**src/hw/rtl/asdx_pkg.sv**
```systemverilog
package asdx_pkg;

    localparam int MAX_FRAME_DEF  = 256;
    localparam int MAX_FIELDS_DEF = 16;

    localparam int NUM_SLOTS  = 4;
    localparam int NUM_REGS   = 8;
    localparam int CFG_IDX_W  = 4;
    localparam int CFG_DATA_W = 24;
    localparam int TYPE_W     = 24;
    localparam int ARG_W      = 4;

    localparam logic [7:0] CH_DOLLAR  = 8'h24;
    localparam logic [7:0] CH_NEWLINE = 8'h0A;
    localparam logic [7:0] CH_COMMA   = 8'h2C;

    typedef enum logic [CFG_IDX_W-1:0] {
        REG_TYPE_CODE_A = 4'd0,
        REG_TYPE_CODE_B = 4'd1,
        REG_TYPE_CODE_C = 4'd2,
        REG_TYPE_CODE_D = 4'd3,
        REG_ARG_COUNT_A = 4'd4,
        REG_ARG_COUNT_B = 4'd5,
        REG_ARG_COUNT_C = 4'd6,
        REG_ARG_COUNT_D = 4'd7
    } reg_idx_t;

    localparam logic [ARG_W-1:0] ARG_COUNT_A_RST = 4'd1;
    localparam logic [ARG_W-1:0] ARG_COUNT_B_RST = 4'd10;
    localparam logic [ARG_W-1:0] ARG_COUNT_C_RST = 4'd10;
    localparam logic [ARG_W-1:0] ARG_COUNT_D_RST = 4'd3;

    typedef enum logic [1:0] {
        PH_HUNT = 2'd0,
        PH_TYPE = 2'd1,
        PH_BODY = 2'd2
    } phase_t;

    typedef enum logic [2:0] {
        ST_OK       = 3'd0,
        ST_CHECKSUM = 3'd1,
        ST_COUNT    = 3'd2,
        ST_UNKNOWN  = 3'd3,
        ST_OVERFLOW = 3'd4
    } status_t;

    localparam logic KIND_BODY = 1'b0;
    localparam logic KIND_END  = 1'b1;

    typedef struct packed {
        logic [NUM_SLOTS-1:0][TYPE_W-1:0] type_code;
        logic [NUM_SLOTS-1:0][ARG_W-1:0]  arg_count;
    } cfg_t;

    typedef struct packed {
        logic       item_kind;
        logic [7:0] body_byte;
        logic [3:0] field_index;
        logic [1:0] type_slot;
        status_t    frame_status;
        logic [4:0] field_total;
        logic [7:0] calc_checksum;
        logic [7:0] sent_checksum;
        logic       frame_last;
    } res_t;

    typedef struct packed {
        logic valid;
        res_t data;
    } push_t;

endpackage

```
**src/hw/rtl/asdx_if.sv**
```systemverilog
interface asdx_byte_if;
    import asdx_pkg::*;
    logic       valid;
    logic       ready;
    logic [7:0] rx_byte;
    modport source (output valid, output rx_byte, input ready);
    modport sink (input valid, input rx_byte, output ready);
endinterface

interface asdx_result_if;
    import asdx_pkg::*;
    logic       valid;
    logic       ready;
    logic       item_kind;
    logic [7:0] body_byte;
    logic [3:0] field_index;
    logic [1:0] type_slot;
    logic [2:0] frame_status;
    logic [4:0] field_total;
    logic [7:0] calc_checksum;
    logic [7:0] sent_checksum;
    logic       frame_last;
    modport source (output valid, output item_kind, output body_byte, output field_index,
                    output type_slot, output frame_status, output field_total,
                    output calc_checksum, output sent_checksum, output frame_last,
                    input ready);
    modport sink (input valid, input item_kind, input body_byte, input field_index,
                  input type_slot, input frame_status, input field_total,
                  input calc_checksum, input sent_checksum, input frame_last,
                  output ready);
endinterface

interface asdx_cfg_if;
    import asdx_pkg::*;
    logic                  valid;
    logic                  ready;
    logic [CFG_IDX_W-1:0]  index;
    logic [CFG_DATA_W-1:0] data;
    modport source (output valid, output index, output data, input ready);
    modport sink (input valid, input index, input data, output ready);
endinterface

```
**src/hw/rtl/asdx_cfg_regs.sv**
```systemverilog
module asdx_cfg_regs
    import asdx_pkg::*;
(
    input  logic   clk,
    input  logic   rst_n,
    asdx_cfg_if.sink cfg,
    output cfg_t   cfg_out
);

    cfg_t regs_reg;
    cfg_t regs_next;
    logic wr_en;

    assign cfg.ready = 1'b1;
    assign wr_en     = cfg.valid && cfg.ready;
    assign cfg_out   = regs_reg;

    always_comb
    begin
        regs_next = regs_reg;
        if (wr_en)
        begin
            unique case (cfg.index)
                REG_TYPE_CODE_A: regs_next.type_code[0] = cfg.data;
                REG_TYPE_CODE_B: regs_next.type_code[1] = cfg.data;
                REG_TYPE_CODE_C: regs_next.type_code[2] = cfg.data;
                REG_TYPE_CODE_D: regs_next.type_code[3] = cfg.data;
                REG_ARG_COUNT_A: regs_next.arg_count[0] = cfg.data[ARG_W-1:0];
                REG_ARG_COUNT_B: regs_next.arg_count[1] = cfg.data[ARG_W-1:0];
                REG_ARG_COUNT_C: regs_next.arg_count[2] = cfg.data[ARG_W-1:0];
                REG_ARG_COUNT_D: regs_next.arg_count[3] = cfg.data[ARG_W-1:0];
                default:         regs_next = regs_reg;
            endcase
        end
    end

    always_ff @(posedge clk or negedge rst_n)
    begin
        if (!rst_n)
        begin
            regs_reg.type_code    <= '0;
            regs_reg.arg_count[0] <= ARG_COUNT_A_RST;
            regs_reg.arg_count[1] <= ARG_COUNT_B_RST;
            regs_reg.arg_count[2] <= ARG_COUNT_C_RST;
            regs_reg.arg_count[3] <= ARG_COUNT_D_RST;
        end
        else
        begin
            regs_reg <= regs_next;
        end
    end

endmodule

```
**src/hw/rtl/asdx_front.sv**
```systemverilog
module asdx_front
    import asdx_pkg::*;
#(
    parameter int MAX_FRAME  = MAX_FRAME_DEF,
    parameter int MAX_FIELDS = MAX_FIELDS_DEF
)
(
    input  logic  clk,
    input  logic  rst_n,
    asdx_byte_if.sink rx,
    input  logic  queue_full,
    input  cfg_t  cfg_in,
    output push_t push
);

    localparam int POS_W = $clog2(MAX_FRAME + 2);
    localparam int FLD_W = $clog2(MAX_FIELDS + 1);

    function automatic logic [4:0] hex_decode(input logic [7:0] b);
        logic [4:0] r;
        r = 5'b0;
        if (b >= 8'h30 && b <= 8'h39)
            r = {1'b1, 4'(b - 8'h30)};
        else if (b >= 8'h61 && b <= 8'h66)
            r = {1'b1, 4'(b - 8'h57)};
        else if (b >= 8'h41 && b <= 8'h46)
            r = {1'b1, 4'(b - 8'h37)};
        return r;
    endfunction

    phase_t            phase_reg, phase_next;
    logic [TYPE_W-1:0] type_reg, type_next;
    logic [POS_W-1:0]  pos_reg, pos_next;
    logic [FLD_W-1:0]  fcnt_reg, fcnt_next;
    logic              hit_reg, hit_next;
    logic [1:0]        slot_reg, slot_next;
    logic [7:0]        xor_reg, xor_next;
    logic [7:0]        xor_comma_reg, xor_comma_next;
    logic [7:0]        hex_reg, hex_next;
    logic              hex_stop_reg, hex_stop_next;

    logic              accept;
    logic [7:0]        b;
    logic [4:0]        hex_d;
    logic [POS_W-1:0]  pos_inc;
    logic [7:0]        calc;
    logic [NUM_SLOTS-1:0] match;

    assign rx.ready = !queue_full;
    assign accept   = rx.valid && rx.ready;
    assign b        = rx.rx_byte;
    assign hex_d    = hex_decode(b);
    assign pos_inc  = (pos_reg <= POS_W'(MAX_FRAME)) ? pos_reg + POS_W'(1) : pos_reg;
    assign calc     = (fcnt_reg == '0) ? xor_reg : xor_comma_reg;

    always_comb
    begin
        for (int s = 0; s < NUM_SLOTS; s++)
            match[s] = (type_reg == cfg_in.type_code[s]);
    end

    always_comb
    begin
        phase_next = phase_reg;
        if (accept)
        begin
            unique case (phase_reg)
                PH_HUNT: phase_next = (b == CH_DOLLAR) ? PH_TYPE : PH_HUNT;
                PH_TYPE: phase_next = (pos_reg == POS_W'(3)) ? PH_BODY : PH_TYPE;
                PH_BODY: phase_next = (b == CH_NEWLINE) ? PH_HUNT : PH_BODY;
                default: phase_next = PH_HUNT;
            endcase
        end
    end

    always_comb
    begin
        type_next      = type_reg;
        pos_next       = pos_reg;
        fcnt_next      = fcnt_reg;
        hit_next       = hit_reg;
        slot_next      = slot_reg;
        xor_next       = xor_reg;
        xor_comma_next = xor_comma_reg;
        hex_next       = hex_reg;
        hex_stop_next  = hex_stop_reg;
        push           = '0;
        push.data.frame_status = ST_OK;

        if (accept)
        begin
            unique case (phase_reg)
                PH_TYPE:
                begin
                    if (pos_reg != POS_W'(3))
                    begin
                        type_next = {type_reg[TYPE_W-9:0], b};
                        pos_next  = pos_reg + POS_W'(1);
                    end
                    else
                    begin
                        hit_next  = |match;
                        slot_next = match[0] ? 2'd0 : match[1] ? 2'd1 :
                                    match[2] ? 2'd2 : 2'd3;
                        xor_next  = type_reg[23:16] ^ type_reg[15:8] ^ type_reg[7:0]
                                    ^ CH_COMMA;
                        xor_comma_next = '0;
                        hex_next       = '0;
                        hex_stop_next  = 1'b0;
                        fcnt_next      = '0;
                        pos_next       = '0;
                    end
                end
                PH_BODY:
                begin
                    if (b == CH_NEWLINE)
                    begin
                        push.valid               = 1'b1;
                        push.data.item_kind      = KIND_END;
                        push.data.type_slot      = hit_reg ? slot_reg : 2'd0;
                        push.data.field_total    = (int'(fcnt_reg) >= 15) ? 5'd16 :
                                                   5'(fcnt_reg) + 5'd1;
                        push.data.calc_checksum  = calc;
                        push.data.sent_checksum  = hex_reg;
                        push.data.frame_last     = 1'b1;
                        if (!hit_reg)
                            push.data.frame_status = ST_UNKNOWN;
                        else if (pos_reg > POS_W'(MAX_FRAME))
                            push.data.frame_status = ST_OVERFLOW;
                        else if (int'(fcnt_reg) != int'(cfg_in.arg_count[slot_reg]))
                            push.data.frame_status = ST_COUNT;
                        else if (calc != hex_reg)
                            push.data.frame_status = ST_CHECKSUM;
                    end
                    else if (b == CH_COMMA)
                    begin
                        pos_next       = pos_inc;
                        xor_comma_next = xor_reg;
                        xor_next       = xor_reg ^ CH_COMMA;
                        if (fcnt_reg < FLD_W'(MAX_FIELDS))
                            fcnt_next = fcnt_reg + FLD_W'(1);
                        hex_next      = '0;
                        hex_stop_next = 1'b0;
                    end
                    else
                    begin
                        pos_next = pos_inc;
                        xor_next = xor_reg ^ b;
                        if (!hex_stop_reg)
                        begin
                            if (hex_d[4])
                                hex_next = {hex_reg[3:0], hex_d[3:0]};
                            else
                                hex_stop_next = 1'b1;
                        end
                        if (hit_reg && pos_inc <= POS_W'(MAX_FRAME))
                        begin
                            push.valid            = 1'b1;
                            push.data.item_kind   = KIND_BODY;
                            push.data.body_byte   = b;
                            push.data.field_index = (int'(fcnt_reg) > 15) ? 4'd15 :
                                                    4'(fcnt_reg);
                            push.data.type_slot   = slot_reg;
                        end
                    end
                end
                default:
                begin
                    if (b == CH_DOLLAR)
                    begin
                        type_next      = '0;
                        pos_next       = '0;
                        fcnt_next      = '0;
                        hit_next       = 1'b0;
                        slot_next      = '0;
                        xor_next       = '0;
                        xor_comma_next = '0;
                        hex_next       = '0;
                        hex_stop_next  = 1'b0;
                    end
                end
            endcase
        end
    end

    always_ff @(posedge clk or negedge rst_n)
    begin
        if (!rst_n)
        begin
            phase_reg     <= PH_HUNT;
            type_reg      <= '0;
            pos_reg       <= '0;
            fcnt_reg      <= '0;
            hit_reg       <= 1'b0;
            slot_reg      <= '0;
            xor_reg       <= '0;
            xor_comma_reg <= '0;
            hex_reg       <= '0;
            hex_stop_reg  <= 1'b0;
        end
        else
        begin
            phase_reg     <= phase_next;
            type_reg      <= type_next;
            pos_reg       <= pos_next;
            fcnt_reg      <= fcnt_next;
            hit_reg       <= hit_next;
            slot_reg      <= slot_next;
            xor_reg       <= xor_next;
            xor_comma_reg <= xor_comma_next;
            hex_reg       <= hex_next;
            hex_stop_reg  <= hex_stop_next;
        end
    end

    a_push_on_accept: assert property (@(posedge clk) disable iff (!rst_n)
        push.valid |-> accept)
        else $error("front pushed without an accepted transaction");

    a_end_to_hunt: assert property (@(posedge clk) disable iff (!rst_n)
        (push.valid && push.data.item_kind == KIND_END) |=> phase_reg == PH_HUNT)
        else $error("frame end did not return to hunting");

    a_body_in_frame: assert property (@(posedge clk) disable iff (!rst_n)
        (push.valid && push.data.item_kind == KIND_BODY) |-> (phase_reg == PH_BODY && hit_reg))
        else $error("body byte pushed outside a matched frame");

endmodule

```
**src/hw/rtl/asdx_queue.sv**
```systemverilog
module asdx_queue
    import asdx_pkg::*;
(
    input  logic  clk,
    input  logic  rst_n,
    input  push_t push,
    output logic  full,
    asdx_result_if.source result
);

    localparam int DEPTH = 2;

    res_t       mem_reg [DEPTH];
    logic       wr_ptr_reg, wr_ptr_next;
    logic       rd_ptr_reg, rd_ptr_next;
    logic [1:0] count_reg, count_next;
    logic       pop;
    res_t       head;

    assign full = (count_reg == 2'(DEPTH));
    assign pop  = result.valid && result.ready;
    assign head = mem_reg[rd_ptr_reg];

    assign result.valid          = (count_reg != 2'd0);
    assign result.item_kind      = head.item_kind;
    assign result.body_byte      = head.body_byte;
    assign result.field_index    = head.field_index;
    assign result.type_slot      = head.type_slot;
    assign result.frame_status   = head.frame_status;
    assign result.field_total    = head.field_total;
    assign result.calc_checksum  = head.calc_checksum;
    assign result.sent_checksum  = head.sent_checksum;
    assign result.frame_last     = head.frame_last;

    always_comb
    begin
        wr_ptr_next = push.valid ? ~wr_ptr_reg : wr_ptr_reg;
        rd_ptr_next = pop ? ~rd_ptr_reg : rd_ptr_reg;
        count_next  = count_reg + 2'(push.valid) - 2'(pop);
    end

    always_ff @(posedge clk)
    begin
        if (push.valid)
            mem_reg[wr_ptr_reg] <= push.data;
    end

    always_ff @(posedge clk or negedge rst_n)
    begin
        if (!rst_n)
        begin
            wr_ptr_reg <= 1'b0;
            rd_ptr_reg <= 1'b0;
            count_reg  <= '0;
        end
        else
        begin
            wr_ptr_reg <= wr_ptr_next;
            rd_ptr_reg <= rd_ptr_next;
            count_reg  <= count_next;
        end
    end

    a_count_bound: assert property (@(posedge clk) disable iff (!rst_n)
        count_reg <= 2'(DEPTH))
        else $error("queue count out of range");

    a_no_push_full: assert property (@(posedge clk) disable iff (!rst_n)
        !(push.valid && full))
        else $error("push into a full queue");

    a_ptr_track: assert property (@(posedge clk) disable iff (!rst_n)
        (count_reg == 2'd0 || count_reg == 2'(DEPTH)) |-> wr_ptr_reg == rd_ptr_reg)
        else $error("queue pointers out of step with count");

endmodule

```
**src/hw/rtl/ascii_sentence_deframer_xor_check_unit.sv**
```systemverilog
// ASCII sentence deframer with XOR checksum.
// rx: one received byte per transaction (valid/ready). result: body bytes of a
// matched frame tagged with field index and type slot, and one frame-end report
// per newline with status, field total and both checksums. cfg: register writes
// (index 0..3 type codes, 4..7 argument counts); always ready, index 8 and up
// ignored. Write configuration only while no frame is in flight.
// Throughput: one rx byte per cycle while the result queue has room. Each byte
// is handled in the front state machine in the cycle it is accepted; its result,
// if any, is available on the result channel the next cycle, from a two-entry queue.
// rx.ready drops only when that queue holds two results the receiver has not
// taken, so a stalled receiver stops the byte stream after two pending results
// and nothing is lost.
// Reset: the deframer returns to hunting for the start byte, the queue empties,
// type codes clear to zero and argument counts return to 1, 10, 10, 3.
module ascii_sentence_deframer_xor_check_unit
    import asdx_pkg::*;
#(
    parameter int MAX_FRAME  = MAX_FRAME_DEF,
    parameter int MAX_FIELDS = MAX_FIELDS_DEF
)
(
    input  logic clk,
    input  logic rst_n,
    asdx_byte_if.sink     rx,
    asdx_result_if.source result,
    asdx_cfg_if.sink      cfg
);

    cfg_t  cfg_q;
    push_t push;
    logic  queue_full;

    asdx_cfg_regs u_cfg_regs (
        .clk     (clk),
        .rst_n   (rst_n),
        .cfg     (cfg),
        .cfg_out (cfg_q)
    );

    asdx_front #(
        .MAX_FRAME  (MAX_FRAME),
        .MAX_FIELDS (MAX_FIELDS)
    ) u_front (
        .clk        (clk),
        .rst_n      (rst_n),
        .rx         (rx),
        .queue_full (queue_full),
        .cfg_in     (cfg_q),
        .push       (push)
    );

    asdx_queue u_queue (
        .clk    (clk),
        .rst_n  (rst_n),
        .push   (push),
        .full   (queue_full),
        .result (result)
    );

endmodule
```
**src/flat_wrapper.sv**
```systemverilog
// flat-port wrapper written by rule: the top's interface ports become plain ports
module ascii_sentence_deframer_xor_check_unit_flat import asdx_pkg::*;
#(
    parameter int MAX_FRAME  = MAX_FRAME_DEF,
    parameter int MAX_FIELDS = MAX_FIELDS_DEF
)
  (clk, rst_n, rx_valid, rx_rx_byte, rx_ready, result_valid, result_item_kind, result_body_byte, result_field_index, result_type_slot, result_frame_status, result_field_total, result_calc_checksum, result_sent_checksum, result_frame_last, result_ready, cfg_valid, cfg_index, cfg_data, cfg_ready);
  asdx_byte_if rx_i ();
  asdx_result_if result_i ();
  asdx_cfg_if cfg_i ();
  input  logic clk;
  input  logic rst_n;
  input wire logic [$bits(rx_i.valid)-1:0] rx_valid;
  input wire logic [$bits(rx_i.rx_byte)-1:0] rx_rx_byte;
  output wire logic [$bits(rx_i.ready)-1:0] rx_ready;
  output wire logic [$bits(result_i.valid)-1:0] result_valid;
  output wire logic [$bits(result_i.item_kind)-1:0] result_item_kind;
  output wire logic [$bits(result_i.body_byte)-1:0] result_body_byte;
  output wire logic [$bits(result_i.field_index)-1:0] result_field_index;
  output wire logic [$bits(result_i.type_slot)-1:0] result_type_slot;
  output wire logic [$bits(result_i.frame_status)-1:0] result_frame_status;
  output wire logic [$bits(result_i.field_total)-1:0] result_field_total;
  output wire logic [$bits(result_i.calc_checksum)-1:0] result_calc_checksum;
  output wire logic [$bits(result_i.sent_checksum)-1:0] result_sent_checksum;
  output wire logic [$bits(result_i.frame_last)-1:0] result_frame_last;
  input wire logic [$bits(result_i.ready)-1:0] result_ready;
  input wire logic [$bits(cfg_i.valid)-1:0] cfg_valid;
  input wire logic [$bits(cfg_i.index)-1:0] cfg_index;
  input wire logic [$bits(cfg_i.data)-1:0] cfg_data;
  output wire logic [$bits(cfg_i.ready)-1:0] cfg_ready;
  assign rx_i.valid = rx_valid;
  assign rx_i.rx_byte = rx_rx_byte;
  assign rx_ready = rx_i.ready;
  assign result_valid = result_i.valid;
  assign result_item_kind = result_i.item_kind;
  assign result_body_byte = result_i.body_byte;
  assign result_field_index = result_i.field_index;
  assign result_type_slot = result_i.type_slot;
  assign result_frame_status = result_i.frame_status;
  assign result_field_total = result_i.field_total;
  assign result_calc_checksum = result_i.calc_checksum;
  assign result_sent_checksum = result_i.sent_checksum;
  assign result_frame_last = result_i.frame_last;
  assign result_i.ready = result_ready;
  assign cfg_i.valid = cfg_valid;
  assign cfg_i.index = cfg_index;
  assign cfg_i.data = cfg_data;
  assign cfg_ready = cfg_i.ready;
  ascii_sentence_deframer_xor_check_unit #(.MAX_FRAME(MAX_FRAME), .MAX_FIELDS(MAX_FIELDS)) u_core (.clk(clk), .rst_n(rst_n), .rx(rx_i), .result(result_i), .cfg(cfg_i));
endmodule
```
**config.mk**
```make
export PLATFORM = sky130hd
export DESIGN_NAME = ascii_sentence_deframer_xor_check_unit_flat
export DESIGN_NICKNAME = d
export VERILOG_FILES = /design/src/hw/rtl/asdx_pkg.sv /design/src/hw/rtl/asdx_if.sv /design/src/hw/rtl/asdx_cfg_regs.sv /design/src/hw/rtl/asdx_front.sv /design/src/hw/rtl/asdx_queue.sv /design/src/hw/rtl/ascii_sentence_deframer_xor_check_unit.sv /design/src/flat_wrapper.sv
export SDC_FILE = /design/constraint.sdc
export NUM_CORES = 1
export LEC_CHECK = 0
export ABC_AREA = 1
export BUFFER_PORTS_ARGS = -buffer_cell sky130_fd_sc_hd__buf_2
export CORE_MARGIN = 2
export CORE_UTILIZATION = 61
export CTS_CLUSTER_DIAMETER = 150
export DETAILED_ROUTE_END_ITERATION = 10
export GPL_TIMING_DRIVEN = 0
export PLACE_DENSITY = 0.8
export SLEW_MARGIN = 20
export SYNTH_ARGS = -nofsm -noshare
export SYNTH_HDL_FRONTEND = slang
export SYNTH_SLANG_ARGS = --single-unit
```
**constraint.sdc**
```tcl
create_clock -name clk -period 4.65 [get_ports clk]
set_clock_uncertainty 0.2 [all_clocks]
set_input_delay 0.6975 -clock clk [delete_from_list [all_inputs] [get_ports clk]]
set_output_delay 0.6975 -clock clk [all_outputs]
set_load 0.01 [all_outputs]
```
After elaboration in Yosys (flattened, before gate mapping)

Memories as Yosys holds them, arrays and structs flattened.
Index checks and enable logic that the tools add are counted.

Reduce and logical (&&, ||, !) cells: 30
Order comparisons: 13
$add $sub $neg: 7
Multiplexer cells: 70
Eq/ne operators: 29
Bitwise gates (word level): 8

Operators with widths:

| cell                                                               | number |
|---|---|
| == test 24 bit                                                     | 4 |
| 2-to-1 mux 8 bit                                                   | 12 |
| 2-to-1 mux 41 bit                                                  | 2 |
| 2-to-1 mux 24 bit                                                  | 2 |
| case mux 24 bit (2 select lines)                                   | 1 |
| case mux 8 bit (2 select lines)                                    | 3 |
| 2-to-1 mux 5 bit                                                   | 9 |
| 2-to-1 mux 9 bit                                                   | 4 |
| 2-to-1 mux 16 bit                                                  | 2 |
| 2-to-1 mux 25 bit                                                  | 1 |
| bitwise XOR 8 bit                                                  | 3 |
| <= comparator 9 bit (second input constant)                        | 2 |
| 2-to-1 mux 2 bit                                                   | 9 |
| case mux 9 bit (2 select lines)                                    | 1 |
| == test 4 x 3 -> 1 bit (second input constant)                     | 4 |
| == test 8 x 6 -> 1 bit (second input constant)                     | 2 |
| greater-or-equal comparator 8 x 7 -> 1 bit (second input constant) | 2 |
| <= comparator 8 x 7 -> 1 bit (second input constant)               | 2 |
| AND reduction 2 bit                                                | 8 |
| 2-to-1 mux 1 bit                                                   | 12 |
| 2-to-1 mux 12 bit                                                  | 1 |
| != test 2 bit (second input constant)                              | 6 |
| AND reduction 4 bit                                                | 3 |
| AND reduction 6 bit                                                | 2 |
| 42 further kinds                                                   | 60 |

Memories: 1
Logic and storage cells: 180
Register bits: 184
RAM bits: 80

Memories:

| memory                 | depth | width | read ports | clocked after memory_dff | write ports | line             | source |
|---|---|---|---|---|---|---|---|
| u_core.u_queue.mem_reg | 2     | 40    | 1          | 0                        | 1           | asdx_queue.sv:13 | `res_t mem_reg [DEPTH];` |

Longest topological paths before layout

Gate-level depths: netlist (run 1).

Depth after elaboration: 12
Mapped depth: 19

By module

Synthesis (run 1) repeated with hierarchy kept, for this count alone.

Cell total of the unflattened synthesis: 1614
Area, all modules: 13813.2 µm²

By module, submodules not included:

| module        | cells an instance | instances | area each (µm²) | seq. area each (µm²) |
|---|---|---|---|---|
| asdx_front    | 850               | 1         | 5810.6          | 1701.6 |
| asdx_cfg_regs | 525               | 1         | 4800.9          | 2811.4 |
| asdx_queue    | 239               | 1         | 3201.8          | 2502.4 |

Least setup slack after synthesis (run 1)

OpenSTA, ideal clock, no wires.

Path type: input port to flip-flop
From: input rx_rx_byte[0]
To: memory u_core.u_queue.mem_reg[1][0] (netlist name) (enable)
Data arrival time: 3.478 ns
Buffers on the path: 1
Slack: 0.536 ns
Required time: 4.014 ns
Stages: 10
Path through: inv_1 ha_1 nand4_1 nand2_1 inv_1 buf_2 nand3_1 nand2_1 inv_1 nor2_1

Cells in the longest elaborated chain, start to end: 7
Elaborated cells on any way between the ends: 8

RTL lines:

| item                                       | line               | source |
|---|---|---|
| from (decl)                                | flat_wrapper.sv:14 | `input wire logic [$bits(rx_i.rx_byte)-1:0] rx_rx_byte;` |
| == test 8 x 6 -> 1 bit                     | asdx_front.sv:135  | `else if (b == CH_COMMA)` |
| 2-to-1 mux 16 bit                          | asdx_front.sv:135  |  |
| 2-to-1 mux 2 bit (*)                       | asdx_front.sv:116  | `if (b == CH_NEWLINE)` |
| 2-to-1 mux 41 bit (*)                      | asdx_front.sv:92   | `unique case (phase_reg)` |
| 2-to-1 mux 41 bit (*)                      | asdx_front.sv:90   | `if (accept)` |
| 2-to-1 mux 1 bit (*)                       | asdx_queue.sv:44   | `if (push.valid)` |
| 2-to-1 mux 1 bit (implied by the code) (*) | asdx_queue.sv:45   | `mem_reg[wr_ptr_reg] <= push.data;` |
| to (decl)                                  | asdx_queue.sv:13   |  |

Mark *: on every way between the ends. The rest lies on a longest branch, timed or not.

Final worst setup path (run 1)

From: input rx_rx_byte[0]
To: memory u_core.u_queue.mem_reg[1][19] (netlist name) (enable)

The elaborated chain is that of the path after synthesis.

==> results by group, run 1 <==
Status
  • Outcome: complete, no violations

Critical path
  • Setup crit end: u_core.u_queue.mem_reg[1][19]
  • Crit. End Element: flip-flop
  • Worst R2R Path Depth: 11
  • Crit start category: primary input
  • Crit path DAT: 3.29 ns
  • Worst Path Required: 4.67 ns
  • R2R Setup Slk: 1.39 ns
  • Reg2reg start: u_core.u_front.phase_reg[0]
  • RR Endpoint: u_core.u_queue.mem_reg[1][19]
  • Kind of critical path: primary input to flip-flop
  • Critical Path Source: rx_rx_byte[0]
  • CP max FO: 25

Global routing
  • First-pass GRT wire length: 51600 µm
  • Largest net degree at the start of global routing: 73
  • Initial antenna violation count: 0
  • Grt total ovfl: 0
  • Number of global-route vias before repair: 10100
  • Tot GR Track Use: 29.4%

Logic synthesis
  • Primary FF master, synth: dfrtp_1
  • Synth Cell Area: 12700 µm²
  • Synthesis Warnings: 0
  • Synth area leaders: dfrtp_1 (35%), edfxtp_1 (18%), nand2_1 (11%)
  • Top cells by count, synth: nand2_1 (370), dfrtp_1 (177), o21ai_0 (173)
  • Post-synth EDFFs: 78
  • Post-Syn Nets: 1485
  • Synth area leader: dfrtp_1
  • Distinct cells, synth: 41
  • Seq/Total Area, Yosys: 54.6%
  • Count leader, synth: nand2_1
  • Post-synthesis async set-or-reset flop share: 70.2%
  • Syn Inst Count: 1428
  • Share of the synthesized area in the top cell type: 34.8%
  • Avg Cell Area, Syn: 8.92 µm²
  • FF+latch count, synth: 262

Routing
  • WL/cell: 17.3 µm
  • Final wirelength: 31700 µm
  • Drt pass-1 iters: 6
  • # DRC: 0
  • Via count: 10300
  • Initial DRC count: 842
  • ANT nets after route: 0
  • Via-per-instance ratio: 5.62

Power and ir drop
  • IR drop worst, VDD: 0.358 mV
  • Overall power: 8.87 mW
  • Power per Cell Area: 610 nW/µm²
  • Leak: 6.43 nW

Clocking
  • Clk_lat worst skew: 0.53 ns
  • CTS max path bufs: 3
  • CTS tree: done
  • Post_cts resized: 0
  • Num CTS Buffers: 27
  • CTS Sinks: 262
  • Reg clk slew, reported paths: 0.06 ns
  • Root Buffer: clkbuf_16
  • H-tree depth: 1

Floorplan
  • Die Wd: 149 µm
  • Core Area: 20400 µm²
  • Effective utilization at floorplan: 62.6%
  • DIE HEIGHT: 149 µm
  • Die area: 22100 µm²
  • Row cnt: 52
  • IO Pins: 84

Job
  • Max-Cap Viols: 0

Finish
  • Antenna fix cells: 0
  • Fin nets: 1601
  • P&R area growth vs syn: 14.1%
  • Layout cells sized above 1: 11.7%
  • Number of flip-flops in the largest register: 112

Place
  • Port Buf Inserts: 82
  • Gp weighted congestion: 0.919
  • Pre-CTS setup slack: 0.869 ns
  • Detail Placement HPWL: 22800 µm

Hold path
  • Hold crit path type: primary input to flip-flop

STA
  • Max transition margin: 45.3%
  • Achievable clock frequency: 306 MHz
  • Final worst setup slack: 1.39 ns
  • Setup TNS: 0 ns
  • Period utilization: 70.2%
  • Final hold vios: 0
  • Worst hold slack: 0.201 ns
  • Slew @ Worst Pin: 0.812 ns
  • Fin crit period: 3.26 ns
  • Final Max Tran Viols: 0
  • Final setup vio count: 0
  • Unrepaired setup endpoints after global routing: false
-- layout make-up --
| type | count | area, µm² |
|---|---|---|
| Sequential cell | 262 | 6960 |
| Timing Repair Buffer | 87 | 541 |
| Clock buffer | 33 | 722 |
| Inverter | 128 | 480 |
| Tap cell | 270 | 338 |
| Clock inverter | 17 | 194 |
| Buffer | 73 | 324 |
| Multi-Input combinational cell | 965 | 4990 |
| Fill cell | 1522 | 5820 |
-- kinds of logic after synthesis --
kind of cell / synth area share, %
compound gates: 10.8
xor+xnor: 7.63
buf+inv: 6.31
simple gates: 19.0
other cells: 0.0294
fa+ha+maj: 1.57
flops: 54.6
-- where the power goes --
part / total, mW / internal [mW] / switching [mW]
Sequential: 3.17 / 2.85 / 0.325
Combinational: 3.48 / 1.27 / 2.20
Clock: 2.22 / 1.33 / 0.894
Total: 8.87 / 5.45 / 3.42
-- metrics by stage --
step	utilization [%]	std cells	cell area (µm²)
floorplan	-	1428	12700
global placement	66.3	1780	13500
detailed placement	66.9	1784	13600
CTS	71.4	1835	14500
global route	71.4	1835	14500
finish	71.4	1835	14500
-- worst max-delay path, stage by stage --
cell     delay [ns]
buf_2          0.13
inv_1          0.32
ha_1           0.23
nand2_1        0.07
nor3_2         0.22
nand3_1        0.19
nor2_1         0.38
inv_1          0.15
nand2_1        0.11
inv_1          0.11
nor2_4         0.43
buf_16         0.25
-- worst min-delay path by stage --
stage          cells after the start  slack (ns)                              to                          start
2_1_floorplan                      0        0.20  u_core.u_cfg_regs.cfg_out[100]                          rst_n
3_3_place_gp                       2        0.27   u_core.u_cfg_regs.cfg_out[15]  u_core.u_cfg_regs.cfg_out[15]
3_5_place_dp                       2        0.28    u_core.u_cfg_regs.cfg_out[2]   u_core.u_cfg_regs.cfg_out[2]
4_1_cts                            3        0.19   u_core.u_cfg_regs.cfg_out[10]                    cfg_data[2]
5_1_grt                            3        0.22   u_core.u_cfg_regs.cfg_out[10]                    cfg_data[2]
6_report                           3        0.20    u_core.u_cfg_regs.cfg_out[8]                    cfg_data[0]
-- what timing repair did --
item                       4_1_cts  5_1_grt
hold buffers                     1        0
setup buffers                    0        0
hold endpoints to repair        51        0
setup endpoints to repair        0        0
-- placed cells by master (no fill, tap or decap), types with 2 or more instances in the layout --
| cell | count |
|---|---|
| buf_6 | 4 |
| nor3_2 | 2 |
| edfxtp_1 | 78 |
| clkinv_1 | 4 |
| nand3_1 | 55 |
| ha_1 | 16 |
| nand2_2 | 7 |
| a31oi_1 | 2 |
| buf_16 | 4 |
| buf_1 | 4 |
| clkinv_2 | 6 |
| clkbuf_1 | 60 |
| clkinvlp_4 | 2 |
| dfstp_2 | 7 |
| o21ai_0 | 173 |
| clkbuf_16 | 27 |
| nor2_1 | 89 |
| nor3_1 | 12 |
| dfrtp_1 | 177 |
| or2_2 | 13 |
| buf_4 | 4 |
| inv_1 | 125 |
| o2111ai_1 | 3 |
| nand4_1 | 26 |
| xor2_1 | 23 |
| bufinv_16 | 4 |
| buf_2 | 84 |
| nor2_2 | 2 |
| a21oi_1 | 32 |
| nand2_1 | 370 |
| xnor2_1 | 88 |
| clkbuf_8 | 2 |
| nor2_4 | 2 |
| inv_2 | 2 |
| o22ai_1 | 39 |
-- metal layers --
metal  global-route usage (%)  share of wire (%)
met5                        0                  0
met4                     11.3                4.0
met3                     3.80                6.3
met2                     51.9                 50
met1                     37.3                 40
(Power assumes the default switching activity.)
==> run 2: changes to the inputs <==
--- a/config.mk
+++ b/config.mk
@@ -5,7 +5,7 @@
 export SDC_FILE = /design/constraint.sdc
 export NUM_CORES = 1
 export LEC_CHECK = 0
-export ABC_AREA = 1
+export ABC_AREA = 0
 export BUFFER_PORTS_ARGS = -buffer_cell sky130_fd_sc_hd__buf_2
 export CORE_MARGIN = 2
 export CORE_UTILIZATION = 61
==> constraint.sdc (replaced) <==
create_clock -name clk -period 3.35 [get_ports clk]
set_clock_uncertainty 0.2 [all_clocks]
set_input_delay 0.5025 -clock clk [delete_from_list [all_inputs] [get_ports clk]]
set_output_delay 0.5025 -clock clk [all_outputs]
set_load 0.01 [all_outputs]
==> results by group, run 2 <==
Routing
  • # DRC: 0
  • WL/cell: 20.6 µm
  • Initial DRC count: 612
  • Final wirelength: 29400 µm
  • Via count: 8462
  • Via-per-instance ratio: 5.92
  • ANT nets after route: 0
  • Drt pass-1 iters: 6

Power and ir drop
  • Leak: 6.04 nW
  • P_int: 6.81 mW
  • Switching share of power: 30.6%
  • Sequential share of power: 41.2%
  • Power per Cell Area: 674 nW/µm²
  • Switching power: 3.00 mW
  • IR drop worst, VDD: 0.557 mV
  • Comb pwr share: 29.0%
  • Clk pwr share: 29.8%

Finish
  • Filler cells: 1391
  • P&R area growth vs syn: 14.3%
  • Most frequent cells in the layout: dfrtp_1 (177), mux2_2 (151), xnor2_1 (91)
  • Multi-input gate area: 5470 µm²
  • Fin nets: 1195
  • Seq. cell area: 6960 µm²
  • Layout cells sized above 1: 27.9%
  • Util after Layout: 71.5%
  • Number of flip-flops in the largest register: 112
  • Commonest non-fill, non-tap cell in the layout: dfrtp_1
  • Fin cells: 1430
  • Fin area: 14600 µm²

Critical path
  • R2R Setup Slk: 0.23 ns
  • Sequence of cells on the critical path: inv_1, ha_1, clkbuf_2, clkinvlp_4, a21o_1, nor3_2, a21oi_2, o21ai_4, nor2b_4
  • Worst Path Required: 3.31 ns
  • RR Endpoint: u_core.u_queue.mem_reg[0][2]
  • Worst R2R Path Depth: 9
  • Crit start category: flip-flop
  • Kind of critical path: flip-flop to flip-flop
  • Crit-path slowest cell: nor2b_4
  • CP max FO: 20
  • Crit. End Element: flip-flop
  • Reg2reg start: u_core.u_front.phase_reg[0]
  • Crit path DAT: 3.08 ns
  • Max incr delay on CP: 0.61 ns

Logic synthesis
  • Synth area leaders: dfrtp_1 (35%), edfxtp_1 (18%), mux2_2 (13%)
  • Top cells by count, synth: dfrtp_1 (177), mux2_2 (151), xnor2_1 (91)
  • Count leader, synth: dfrtp_1
  • Synthesis Warnings: 0
  • Post-Syn Nets: 1077
  • Primary FF master, synth: dfrtp_1
  • Distinct cells, synth: 59
  • Syn Inst Count: 1020
  • Synth area leader: dfrtp_1
  • Post-synthesis async set-or-reset flop share: 70.2%
  • FF+latch count, synth: 262
  • Seq/Total Area, Yosys: 54.6%
  • Avg Cell Area, Syn: 12.5 µm²
  • Synth Cell Area: 12700 µm²
  • Share of the synthesized area in the top cell type: 34.8%
  • Post-synth EDFFs: 78

Global routing
  • First-pass GRT wire length: 46700 µm
  • Grt total ovfl: 0
  • Initial antenna violation count: 1
  • Number of global-route vias before repair: 8550
  • Largest net degree at the start of global routing: 70
  • Tot GR Track Use: 27.3%

STA
  • Fin crit period: 3.12 ns
  • Achievable clock frequency: 320 MHz
  • Final Max Tran Viols: 0
  • Final setup vio count: 0
  • Worst hold slack: 0.0550 ns
  • Slew @ Worst Pin: 0.804 ns
  • Max transition margin: 46.0%
  • Final worst setup slack: 0.230 ns
  • Period utilization: 93.1%
  • Final hold vios: 0

Status
  • Outcome: complete, no violations

Place
  • Detail Placement HPWL: 21000 µm
  • Dpl cells: 1372
  • Area after DPL: 13600 µm²
  • Port Buf Inserts: 80
  • Gp weighted congestion: 0.906
  • Pre-CTS setup slack: -0.635 ns

Floorplan
  • Die area: 22100 µm²
  • Core Area: 20400 µm²
  • Die Wd: 149 µm
  • Row cnt: 52
  • IO Pins: 84
  • DIE HEIGHT: 149 µm
  • Effective utilization at floorplan: 62.6%

Hold path
  • HP Start: cfg_data[21]
  • WHS Path Cells: 2
  • Hold EP: u_core.u_cfg_regs.cfg_out[37]
  • Hold crit path type: primary input to flip-flop

Clocking
  • CTS tree: done
  • Reg clk slew, reported paths: 0.06 ns
  • CTS Sinks: 262
  • H-tree depth: 1
  • Clk_lat worst skew: 0.53 ns
  • Root Buffer: clkbuf_16
  • Num CTS Buffers: 27
  • CTS max path bufs: 3

Job
  • Max-Cap Viols: 0
[run 2: worst max-delay path, delay by kind of cell, from the launching register on]
kind                     cells  cell delay, ns
adder cells (fa/ha/maj)      1            0.19
buffers and inverters        3            0.52
AND/OR/NAND/NOR              2            0.85
AO/OA/AOI/OAI                3            0.59
flip-flops                   1            0.41
[run 2: kinds of logic (layout without fill, tap and decap cells)]
logic type / after synthesis / in the layout / share of synthesized area [%]
xor gates and xnor gates: 137 / 137 / 9.42
AOI/OAI and AO/OA: 139 / 139 / 7.86
adders and majority gates: 16 / 16 / 1.57
muxes: 164 / 164 / 14.8
and+or+nand+nor: 209 / 210 / 8.72
other: 1 / 3 / 0.0294
buffers and inverters: 92 / 229 / 3.04
DFF: 262 / 262 / 54.6
[run 2: worst max path at each step]
stage | endpoint | depth (start not counted) | slack [ns] | start
3_3_place_gp | u_core.u_queue.rd_ptr_reg | 1 | -1.37 | rst_n
3_5_place_dp | u_core.u_queue.mem_reg[0][4] | 10 | -0.63 | rx_rx_byte[0]
2_1_floorplan | u_core.u_queue.mem_reg[0][0] | 7 | 0.26 | rx_rx_byte[3]
4_1_cts | u_core.u_queue.mem_reg[0][35] | 9 | 0.04 | u_core.u_front.phase_reg[0]
5_1_grt | u_core.u_queue.count_reg[1] | 14 | -0.003 | u_core.u_front.phase_reg[0]
6_report | u_core.u_queue.mem_reg[0][2] | 9 | 0.23 | u_core.u_front.phase_reg[0]
[run 2: repair_timing]
action | 4_1_cts | 5_1_grt
setup endpoints to repair | 79 | 62
pin swaps | 0 | 1
hold endpoints to repair | 47 | 0
gates cloned | 1 | 0
resized for setup | 4 | 10
setup buffers | 2 | 3
hold buffers | 1 | 0
[run 2: metal layers]
metal  part of all wire [%]  wire length [µm]  up-vias  GRT usage (%)
met2                     50             14600      286           46.7
met1                     41             12000     4181           35.3
met4                    4.8              1400        0           11.6
met5                      0                 0        -              0
met3                    5.0              1480       82           3.53
li1                       -                 -     3913              -
[run 2: cell type report]
type | instances | share of cell area [%]
Antenna cell | 2 | 0.0344
Buffer | 69 | 2.10
Clock buffer | 42 | 5.37
Clock inverter | 7 | 0.567
Inverter | 23 | 0.619
Multi-Input combinational cell | 667 | 37.5
Sequential cell | 262 | 47.8
Tap cell | 270 | 2.32
Timing Repair Buffer | 88 | 3.69
[run 2: power by group through the flow]
stage,combinational (mW),sequential (mW),clock [mW]
2_1_floorplan,1.97,4.01,0
4_1_cts,2.79,4.04,2.96
3_3_place_gp,2.72,4.07,0
6_report,2.84,4.05,2.92
5_1_grt,3.07,4.10,3.11
3_5_place_dp,2.76,4.10,0
[run 2: metrics by stage]
stage | power [mW] | setup TNS (ns)
finish | 9.81 | 0
global route | 10.3 | -0.00317
CTS | 9.79 | 0
detailed placement | 6.85 | -42.47
global placement | 6.78 | -285.42
floorplan | 5.98 | 0
